==> src/rtl/affine_map_inverse_from_matrix_macros.svh <==
// Assertion macros shared by the affine map inverse RTL.
// Include guarded; no other dependencies.
`ifndef AFFINE_MAP_INVERSE_FROM_MATRIX_MACROS_SVH
`define AFFINE_MAP_INVERSE_FROM_MATRIX_MACROS_SVH

// Same-cycle implication, disabled during reset.
`define AMIF_ASSERT_IMP(lbl, clk, rst, ante, cons) \
   lbl: assert property (@(posedge clk) disable iff (rst) (ante) |-> (cons)) \
      else $error("amif assertion failed");

// Next-cycle implication, disabled during reset.
`define AMIF_ASSERT_NXT(lbl, clk, rst, ante, cons) \
   lbl: assert property (@(posedge clk) disable iff (rst) (ante) |=> (cons)) \
      else $error("amif assertion failed");

`endif

==> src/rtl/amif_pkg.sv <==
// Shared constants for the affine map inverse pipeline.
// No dependencies.
package amif_pkg;
   localparam int WORD_BITS_DEF = 32;
   localparam int FRAC_BITS_DEF = 16;
   localparam int LANES         = 6;

   // lane order matches the field order on the data buses
   localparam int L_00 = 0;
   localparam int L_01 = 1;
   localparam int L_10 = 2;
   localparam int L_11 = 3;
   localparam int L_DX = 4;
   localparam int L_DY = 5;

   localparam int USER_SINGULAR = 0;
   localparam int USER_OVERFLOW = 1;
   localparam int USER_BITS     = 2;
endpackage

==> src/rtl/amif_out.sv <==
// Output stage: round half away from zero, saturate, apply sign, flag overflow.
// Depends on amif_pkg.
module amif_out #(
   parameter int WORD_BITS = amif_pkg::WORD_BITS_DEF,
   parameter int FRAC_BITS = amif_pkg::FRAC_BITS_DEF
) (
   input  logic clock,
   input  logic reset,
   input  logic in_valid,
   output logic in_ready,
   input  logic [amif_pkg::LANES-1:0][2*WORD_BITS+FRAC_BITS-1:0] in_rem,
   input  logic [amif_pkg::LANES-1:0][WORD_BITS:0] in_quo,
   input  logic [amif_pkg::LANES-1:0] in_neg,
   input  logic [2*WORD_BITS-1:0] in_den,
   input  logic in_sing,
   output logic out_valid,
   input  logic out_ready,
   output logic [amif_pkg::LANES-1:0][WORD_BITS-1:0] out_val,
   output logic out_sing,
   output logic out_ovf
);
   localparam int W  = WORD_BITS;
   localparam int NW = 2*W+FRAC_BITS;
   localparam int NL = amif_pkg::LANES;
   localparam logic [W+1:0] LIM_POS = {3'b000, {(W-1){1'b1}}};
   localparam logic [W+1:0] LIM_NEG = {3'b001, {(W-1){1'b0}}};

   logic v_ff;
   logic [NL-1:0][W-1:0] val_ff, val_in;
   logic sing_ff, ovf_ff, ovf_in;
   logic [W+1:0] qr  [NL];
   logic [W+1:0] lim [NL];
   logic [W-1:0] m   [NL];
   logic [NL-1:0] sat;

   assign in_ready = !v_ff || out_ready;

   always_comb begin
      for (int i = 0; i < NL; i++) begin
         qr[i]  = (W+2)'(in_quo[i]) +
                  (W+2)'(({1'b0, in_rem[i], 1'b0}) >= (NW+2)'(in_den));
         lim[i] = in_neg[i] ? LIM_NEG : LIM_POS;
         sat[i] = in_quo[i][W] || (qr[i] > lim[i]);
         m[i]   = sat[i] ? lim[i][W-1:0] : qr[i][W-1:0];
         val_in[i] = in_sing ? '0 : (in_neg[i] ? (~m[i] + 1'b1) : m[i]);
      end
      ovf_in = !in_sing && (|sat);
   end

   always_ff @(posedge clock) begin
      if (reset) begin
         v_ff <= 1'b0;
      end else if (in_ready) begin
         v_ff <= in_valid;
      end
   end

   always_ff @(posedge clock) begin
      if (in_ready) begin
         val_ff  <= val_in;
         sing_ff <= in_sing;
         ovf_ff  <= ovf_in;
      end
   end

   assign out_valid = v_ff;
   assign out_val   = val_ff;
   assign out_sing  = sing_ff;
   assign out_ovf   = ovf_ff;
endmodule

==> config.mk <==
export PLATFORM = sky130hd
export DESIGN_NAME = amif_out
export DESIGN_NICKNAME = d
export VERILOG_FILES = /design/src/rtl/affine_map_inverse_from_matrix_macros.svh /design/src/rtl/amif_pkg.sv /design/src/rtl/amif_out.sv
export SDC_FILE = /design/constraint.sdc
export NUM_CORES = 2
export LEC_CHECK = 0
export BUFFER_PORTS_ARGS = -buffer_cell sky130_fd_sc_hd__clkbuf_2
export CORE_ASPECT_RATIO = 0.5
export CORE_MARGIN = 2
export CORE_UTILIZATION = 30
export CTS_CLUSTER_DIAMETER = 120
export DETAILED_ROUTE_END_ITERATION = 7
export GPL_ROUTABILITY_DRIVEN = 0
export PLACE_DENSITY = 0.56
export SLEW_MARGIN = 20
export SYNTH_ARGS = -nofsm -noshare
export SYNTH_HDL_FRONTEND = slang
export SYNTH_SLANG_ARGS = --single-unit
==> constraint.sdc <==
create_clock -name clock -period 19.1 [get_ports clock]
set_input_delay 0.955 -clock clock [delete_from_list [all_inputs] [get_ports clock]]
set_output_delay 0.955 -clock clock [all_outputs]
set_load 0.01 [all_outputs]
==> metrics.cfg <==
[timing]
rsz0062_at_grt = no
worst_slew_margin_rel_pct = 29.3
slew_viol_final = 0
period_needed_ns = 10.72
clock_skew_ns = 0.0192
max_slew.worst_pin.slew_ns = 1.06
fin_tns_setup_ns = 0
hold_ws_ns = 0.589
hold_viol = 0
final.setup.worst_slack_ns = 8.38
min_period_over_period_pct = 56.1
setup_viol_count_final = 0
fmax_mhz = 93.3

[clock_tree]
cts_buffers = 17
cts_buffer_depth = 2
clkTransAtPathRegs_ns = 0.09
worstSkewPairLatency_ns = 0.50
cts_htree_levels = 4
post_cts_resized = 0
postCtsSetupBuffers = 0
holdBufCountCts = 0
cts_tree = yes
root_buffer = clkbuf_16
cts_sinks = 195

[cells_and_area]
nFillCells = 11326
final_nets = 6263
fin_util_pct = 36.5
layout_common_cells = 947 x clkbuf_2, 588 x ha_1, 358 x a21oi_1
layout_commonest_cell = clkbuf_2
drive_gt1_share_pct = 21.9
stdcell_area_mm2 = 0.0392
area_delta_synth_final_pct = 20.9

[critical_path]
path_class = in -> reg
end_kind = flop
path_common_cell = ha_1
rrSetupSlack_ns = 16.44
arrival_ns = 11.02
timing.rr.end = out_val[72]
rr_startpoint = out_valid
rr_worst_depth = 3
critPathBufInv = 2
cp_slowest_cell = nor3_1
crit_required_ns = 19.40
cp-start-kind = input port
cp_top_family = simple AND/OR/NAND/NOR gates
crit_fanout = 12
cp_slowest_stage_delay_ns = 0.69

[grt]
grtUsageTotal_pct = 27.3
antenna_found_initial = 32
grt_first_pass_wirelength_mm = 228
top_usage_layer = met2
grt_pass1_vias = 34720
grt-ovfl-total = 0
grt_max_degree = 91
gr-usage-met1_pct = 33.7
met2_usage_pct = 45.8
gr-usage-met3_pct = 6.49

[placement]
io_buffers = 948
dpl_cell_area_mm2 = 0.0386
dp_hpwl_mm = 136
place_ws_ns = 7.88

[worst_hold_path]
whs_endpoint = out_valid
hp-class = in -> reg
hold_path_depth = 2
hp-start = reset

[yosys]
netlist_area_mm2 = 0.0324
synth_area_per_cell_um2 = 7.92
syn_nets = 5438
seq_area_frac_synth_pct = 18.0
ys.flop_type = edfxtp_1
async_flop_share_pct = 0
ys_types = 95
synth_warnings = 0
synth_edf_count = 194
syn_inst = 4097
synth.ff_latch_count = 195

[power]
powerDensity_mw_per_mm2 = 44.1
max-vdd-ir-drop_v = 0.0000688
leakagePower_nw = 18.0

[floorplan]
fp.dieArea_mm2 = 0.111
core_mm2 = 0.107
start_util_pct = 30.2
die_w_um = 469
die_height_um = 236
pin_count = 949
rows = 85

[drt]
drtIter0Drc = 3337
drt_pre_antenna_iters = 6
wirelength_mm = 159
ant_nets = 0
vias = 36821
wl_per_cell_um = 24.9
viasPerCell = 5.76
drcViolationCount = 0

[status]
status = finished clean

[job]
cap_violations = 0

==> cell families after synthesis <==
logic type / count (synthesis) / synth area share [%]
compound gates: 1090 / 21.5
simple gates: 1548 / 25.2
buf+inv: 396 / 4.68
mux: 68 / 2.12
flops: 195 / 18.0
xor+xnor: 212 / 5.75
fa+ha+maj: 588 / 22.7
==> per-stage QoR <==
step | power [mW] | cells
5_1_grt | 1.83 | 6385
2_1_floorplan | 0.991 | 4097
3_5_place_dp | 1.34 | 6338
3_3_place_gp | 1.32 | 6337
4_1_cts | 1.73 | 6370
6_report | 1.73 | 6387
==> metal layers <==
layer / vias to the layer above / share of wire, %
met4: 18 / 3.9
met2: 1546 / 47
met5: - / 0.14
li1: 17370 / -
met3: 236 / 7.9
met1: 17651 / 41
==> power by group <==
group,internal (mW),switching [mW]
sequential,0.526,0.0247
clock,0.176,0.209
combinational,0.294,0.500
total,0.995,0.734
==> worst max path at each step <==
stage,startpoint,endpoint,slack (ns),cells past startpoint
detailed placement,in_den[47],out_val[60],7.88,30
finish,in_den[45],out_val[60],8.38,30
floorplan,in_den[26],out_val[50],10.47,38
global route,in_den[47],out_val[60],7.71,32
CTS,in_den[47],out_val[60],8.39,30
global placement,in_den[47],out_val[60],7.70,30
==> Yosys cell counts (8+ instances only) <==
cell type  count  share of area, %
o41ai_1        8              0.22
or2_2         17              0.33
nand3_1      186               2.9
nand2_1      302               3.5
clkbuf_1     131               1.5
a221oi_1      27              0.73
buf_2         22              0.34
mux2i_1       62               1.9
and4_1        39               1.1
o311ai_0      10              0.27
xnor2_1      113               3.1
o211ai_1      38              0.88
a31oi_1       43              0.83
a31o_2        11              0.30
and2_1        29              0.56
nor3b_1        8              0.19
nor2_1       277               3.2
or3_1         41              0.79
o31a_1         9              0.24
a21boi_0      10              0.23
a2111oi_0     18              0.49
nand3b_1      11              0.25
a211o_1       12              0.32
a21oi_1      359               5.5
ha_1         588                23
edfxtp_1     194                18
xor2_1        98               2.6
buf_1         11              0.13
o21a_1        27              0.62
o31ai_1       17              0.39
nor2b_1       49              0.95
o2111ai_1     12              0.32
inv_1        226               2.6
nor3_1       132               2.0
nor4_1       103               2.0
a211oi_1      75               1.7
and3_1        46              0.89
nand2b_1      37              0.71
a21o_1       131               3.0
nand4b_1      15              0.41
or4_1         19              0.44
o21ai_0      210               3.2
nand4_1      199               3.8
==> flip-flops by register name, summed over array words and instances (netlist names) <==
signal,count
out_valid,1
out_ovf,1
out_val,192
out_sing,1
==> final cells by class <==
type	instances	area [µm²]	share of cell area [%]
inverters	229	860	2.19
flip-flops and latches	195	5850	14.9
diodes	17	42.5	0.108
well taps	1435	1800	4.58
multi-input cells	3506	25100	64.1
repair buffers	973	4940	12.6
clock inverters	15	169	0.431
clock buffers	17	425	1.08
Power figures use the tool's default switching activity.
