File: config.mk
export PLATFORM = sky130hd
export DESIGN_NAME = amif_div
export DESIGN_NICKNAME = d
export VERILOG_FILES = /design/src/rtl/affine_map_inverse_from_matrix_macros.svh /design/src/rtl/amif_pkg.sv /design/src/rtl/amif_div.sv
export SDC_FILE = /design/constraint.sdc
export NUM_CORES = 2
export LEC_CHECK = 0
export BUFFER_PORTS_ARGS = -buffer_cell sky130_fd_sc_hd__buf_2
export CAP_MARGIN = 20
export CORE_AREA = 2 2 587 589
export DETAILED_ROUTE_END_ITERATION = 10
export DIE_AREA = 0 0 589 591
export SYNTH_ARGS = -nofsm -noshare
export SYNTH_HDL_FRONTEND = slang
export SYNTH_SLANG_ARGS = --single-unit
File: constraint.sdc
create_clock -name clock -period 46.1 [get_ports clock]
set_input_delay 13.83 -clock clock [delete_from_list [all_inputs] [get_ports clock]]
set_output_delay 13.83 -clock clock [all_outputs]
set_load 0.03 [all_outputs]
File: src/rtl/affine_map_inverse_from_matrix_macros.svh
// Assertion macros shared by the affine map inverse RTL.
// Include guarded; no other dependencies.
`ifndef AFFINE_MAP_INVERSE_FROM_MATRIX_MACROS_SVH
`define AFFINE_MAP_INVERSE_FROM_MATRIX_MACROS_SVH

// Same-cycle implication, disabled during reset.
`define AMIF_ASSERT_IMP(lbl, clk, rst, ante, cons) \
   lbl: assert property (@(posedge clk) disable iff (rst) (ante) |-> (cons)) \
      else $error("amif assertion failed");

// Next-cycle implication, disabled during reset.
`define AMIF_ASSERT_NXT(lbl, clk, rst, ante, cons) \
   lbl: assert property (@(posedge clk) disable iff (rst) (ante) |=> (cons)) \
      else $error("amif assertion failed");

`endif

File: src/rtl/amif_pkg.sv
// Shared constants for the affine map inverse pipeline.
// No dependencies.
package amif_pkg;
   localparam int WORD_BITS_DEF = 32;
   localparam int FRAC_BITS_DEF = 16;
   localparam int LANES         = 6;

   // lane order matches the field order on the data buses
   localparam int L_00 = 0;
   localparam int L_01 = 1;
   localparam int L_10 = 2;
   localparam int L_11 = 3;
   localparam int L_DX = 4;
   localparam int L_DY = 5;

   localparam int USER_SINGULAR = 0;
   localparam int USER_OVERFLOW = 1;
   localparam int USER_BITS     = 2;
endpackage

File: src/rtl/amif_div.sv
// One restoring-division step for all six lanes: resolves quotient bit BIT_POS.
// Depends on amif_pkg.
module amif_div #(
   parameter int WORD_BITS = amif_pkg::WORD_BITS_DEF,
   parameter int FRAC_BITS = amif_pkg::FRAC_BITS_DEF,
   parameter int BIT_POS   = 0
) (
   input  logic clock,
   input  logic reset,
   input  logic in_valid,
   output logic in_ready,
   input  logic [amif_pkg::LANES-1:0][2*WORD_BITS+FRAC_BITS-1:0] in_rem,
   input  logic [amif_pkg::LANES-1:0][WORD_BITS:0] in_quo,
   input  logic [amif_pkg::LANES-1:0] in_neg,
   input  logic [2*WORD_BITS-1:0] in_den,
   input  logic in_sing,
   output logic out_valid,
   input  logic out_ready,
   output logic [amif_pkg::LANES-1:0][2*WORD_BITS+FRAC_BITS-1:0] out_rem,
   output logic [amif_pkg::LANES-1:0][WORD_BITS:0] out_quo,
   output logic [amif_pkg::LANES-1:0] out_neg,
   output logic [2*WORD_BITS-1:0] out_den,
   output logic out_sing
);
   localparam int W  = WORD_BITS;
   localparam int NW = 2*W+FRAC_BITS;
   localparam int CW = 3*W+FRAC_BITS+1;
   localparam int NL = amif_pkg::LANES;

   logic v_ff;
   logic [NL-1:0][NW-1:0] rem_ff, rem_in;
   logic [NL-1:0][W:0] quo_ff, quo_in;
   logic [NL-1:0] neg_ff;
   logic [2*W-1:0] den_ff;
   logic sing_ff;
   logic [CW-1:0] sub;
   logic [CW-1:0] diff [NL];

   assign in_ready = !v_ff || out_ready;

   always_comb begin
      sub = CW'(in_den) << BIT_POS;
      for (int i = 0; i < NL; i++) begin
         diff[i]   = CW'(in_rem[i]) - sub;
         quo_in[i] = in_quo[i];
         rem_in[i] = in_rem[i];
         if (CW'(in_rem[i]) >= sub) begin
            rem_in[i]          = diff[i][NW-1:0];
            quo_in[i][BIT_POS] = 1'b1;
         end
      end
   end

   always_ff @(posedge clock) begin
      if (reset) begin
         v_ff <= 1'b0;
      end else if (in_ready) begin
         v_ff <= in_valid;
      end
   end

   always_ff @(posedge clock) begin
      if (in_ready) begin
         rem_ff  <= rem_in;
         quo_ff  <= quo_in;
         neg_ff  <= in_neg;
         den_ff  <= in_den;
         sing_ff <= in_sing;
      end
   end

   assign out_valid = v_ff;
   assign out_rem   = rem_ff;
   assign out_quo   = quo_ff;
   assign out_neg   = neg_ff;
   assign out_den   = den_ff;
   assign out_sing  = sing_ff;
endmodule

==> summary.txt <==
Floorplanning
  • Core Region: 342000 um2
  • I/O pins: 1504
  • Die height: 591 um
  • Initial Util: 15.5%
  • Die Width: 589 um
  • # rows: 215
  • Die footprint: 348000 um2

Yosys
  • Area share of xor/xnor cells in the synthesized design: 7.46%
  • Syn avg cell area: 9.48 um2
  • Most used DFF post-synth: edfxtp_1
  • Ys Warns: 0
  • Post-synthesis mux area share: 0.691%
  • Post-synthesis compound-gate area fraction: 21.5%
  • Largest family of logic cells by synthesized area: compound AO/OA/AOI/OAI gates
  • Post-synthesis cell count: 5577
  • Area share of fa/ha/maj cells after synthesis: 9.32%
  • Async set-or-reset flop fraction in the synthesized netlist: 0%
  • #FFs+latches synth: 750
  • Syn Nets: 6720
  • Sequential area share after synthesis: 42.6%
  • Cell area after synthesis: 52900 um2
  • Post-synth EDFFs: 749
  • Post-synthesis simple-gate area fraction: 15.1%
  • Cell variety after synth: 118

Clock tree
  • Clock Tree Root: clkbuf_16
  • Cts repair resizes: 0
  • Post CTS Setup Buffer Count: 0
  • Clk_lat worst skew: 900 ps
  • TritonCTS clock tree: done
  • Clock sink count: 750
  • Num CTS Buffers: 104
  • Max Buffers Root-to-Sink: 4
  • Post-CTS Hold Buffers: 0
  • H-tree Lvls: 3
  • Clk slew on worst S/H paths: 60 ps

STA
  • Worst slew pin tran: 1250 ps
  • Rel. slew slack: 16.0%
  • # setup viols final: 0
  • Clock period minus worst slack: 28540 ps
  • Setup_tns: 0 ps
  • Setup ws final: 17560 ps
  • Period utilisation layout: 61.9%
  • Slew Limit Fails: 0
  • RSZ-0062 raised after global routing: no
  • Final Hold Viols: 0
  • Maximum clock frequency: 35.0 MHz
  • Setup Skew: 76.5 ps

Critical path
  • Worst path bufs/invs: 2
  • Startpoint types: input port
  • Worst-path fanout max: 18
  • Critical Path AT: 14710 ps
  • Largest delay share family, worst path: simple AND/OR/NAND/NOR gates
  • CP cell instances: buf_2 -> nand2b_4 -> buf_2
  • Crit path max-delay cell type: nand2b_4
  • CP Data Required Time: 32270 ps
  • WS Path Type: in -> out
  • Crit-path max cell delay: 420 ps
  • Worst Setup End Kind: output port
  • Critical Path Most Common Cell: buf_2

Place
  • Routability congestion estimate: 1.01
  • Hpwl dp: 333000 um
  • Pre-CTS WS: 17590 ps
  • Number of port buffers: 1503
  • Placed cells: 11500

GRT
  • Largest net degree at the start of global routing: 129
  • Initial antenna violation count: 307
  • GR Overflow Total: 0
  • Tot GR Track Use: 21.2%
  • Vias in the first global route: 50900
  • First-pass GRT wire length: 486000 um

Detailed routing
  • DR iter-0 viols: 4005
  • Via density: 4.49
  • Number of routed nets with antenna violations: 0
  • WL per Instance: 32.9 um
  • Via count: 52700
  • Drt pass-1 iters: 6
  • Drt total wl: 386000 um
  • Residual DRC: 0

Cells and area
  • Fin cells: 11700
  • P&R area growth vs syn: 31.1%
  • Final Net Count: 8151
  • Most frequent cells in the layout: 1504 x buf_2, 749 x edfxtp_1, 627 x nand2_1, 585 x a21oi_1, 507 x o21ai_0
  • Commonest non-fill, non-tap cell in the layout: buf_2
  • Util after Layout: 20.3%
  • Share of cells above drive strength 1: 26.5%

Power
  • PD cells: 39.1 nW/um2
  • Max VDD drop: 34.6 uV
  • Leak: 0.0279 uW

Worst hold path
  • Hold Crit Class: reg -> reg

Outcome
  • Outcome: finished, final reports clean

Flow run
  • Max Cap Violations: 0
[registers in the layout (all words and copies together) (netlist names)]
register	flops
out_den	64
out_quo	198
out_valid	1
out_rem	480
out_sing	1
out_neg	6
[per-stage QoR]
stage	power, uW	area, um2	hold WS [ps]
after CTS	2750	69100	888
after global routing	2820	69200	948
after floorplan	1480	52900	13900
final	2710	69300	890
after global placement	1900	65700	865
after detailed placement	1900	65700	869
[layout make-up]
class	instances	area [um2]
flip-flops and latches	750	22500
multi-input cells	4375	28600
well taps	4557	5700
diodes	86	215
inverters	189	709
clock inverters	70	713
clock buffers	119	2660
fillers	38100	273000
repair buffers	1588	8190
[cells by family (layout without fill, tap and decap cells)]
| kind of cell | count (synthesis) | in the layout |
|---|---|---|
| fa+ha+maj | 390 | 390 |
| other cells | 0 | 86 |
| buf+inv | 452 | 1966 |
| simple gates | 1680 | 1680 |
| xor+xnor | 450 | 450 |
| compound gates | 1822 | 1822 |
| flops | 750 | 750 |
| mux | 33 | 33 |
[final timing paths]
check | startpoint | to | slack (ps) | depth (start not counted)
setup / recovery | out_ready | in_ready | 17560 | 3
hold / removal | out_valid$_SDFFE_PP0P_ | out_valid$_SDFFE_PP0P_ | 890 | 2
setup reg to reg | out_valid$_SDFFE_PP0P_ | out_rem[179]$_DFFE_PP_ | 42330 | 5
hold reg to reg | out_valid$_SDFFE_PP0P_ | out_valid$_SDFFE_PP0P_ | 890 | 2
[cell usage after synthesis (all sizes together) (9+ instances only)]
library cell  instances  share of area [%]
nand4b                9               0.15
o21bai               89                1.3
a21o                216                3.1
nand2               627                4.5
or4                  17               0.24
o221ai                9               0.15
nor3                104                1.0
and3                 34               0.42
a31oi                52               0.64
edfxtp              749                 43
o311ai               10               0.21
a21boi               21               0.30
mux2                 28               0.60
a211oi               40               0.60
nor4                 56               0.70
nor2                388                2.8
or2                  20               0.24
o2111ai              15               0.29
a21oi               592                5.6
xnor2               258                4.3
a2111oi              19               0.48
nor2b                36               0.43
ha                  384                9.1
or3                  41               0.49
buf                  66               0.65
a221oi               10               0.18
and2                 26               0.31
clkbuf              197                1.4
nand4               152                1.8
inv                 189                1.3
nand3                77               0.74
o21a                 51               0.72
o211ai               35               0.50
o21ai               531                5.1
nand2b               54               0.64
o31ai                42               0.69
xor2                192                3.2
[layer usage]
layer  part of all wire (%)  GRT usage, %  vias to the layer above
li1                       -             -                    23800
met1                     33          19.9                    25200
met2                     50          38.7                     2616
met4                    8.1          14.7                      130
met5                   0.22             0                        -
met3                    8.8          7.28                      912
[report_power, final]
group	switching, uW	internal, uW	leakage (uW)
Sequential	39.7	876	0.00775
Combinational	705	258	0.0186
Clock	355	477	0.00163
Total	1100	1610	0.0279
[worst min-delay path, cell delays in order (launching register included)]
cell      delay [ps]
dfxtp_1          330
nand2b_4         380
a21oi_1          130
Power figures use the tool's default switching activity.
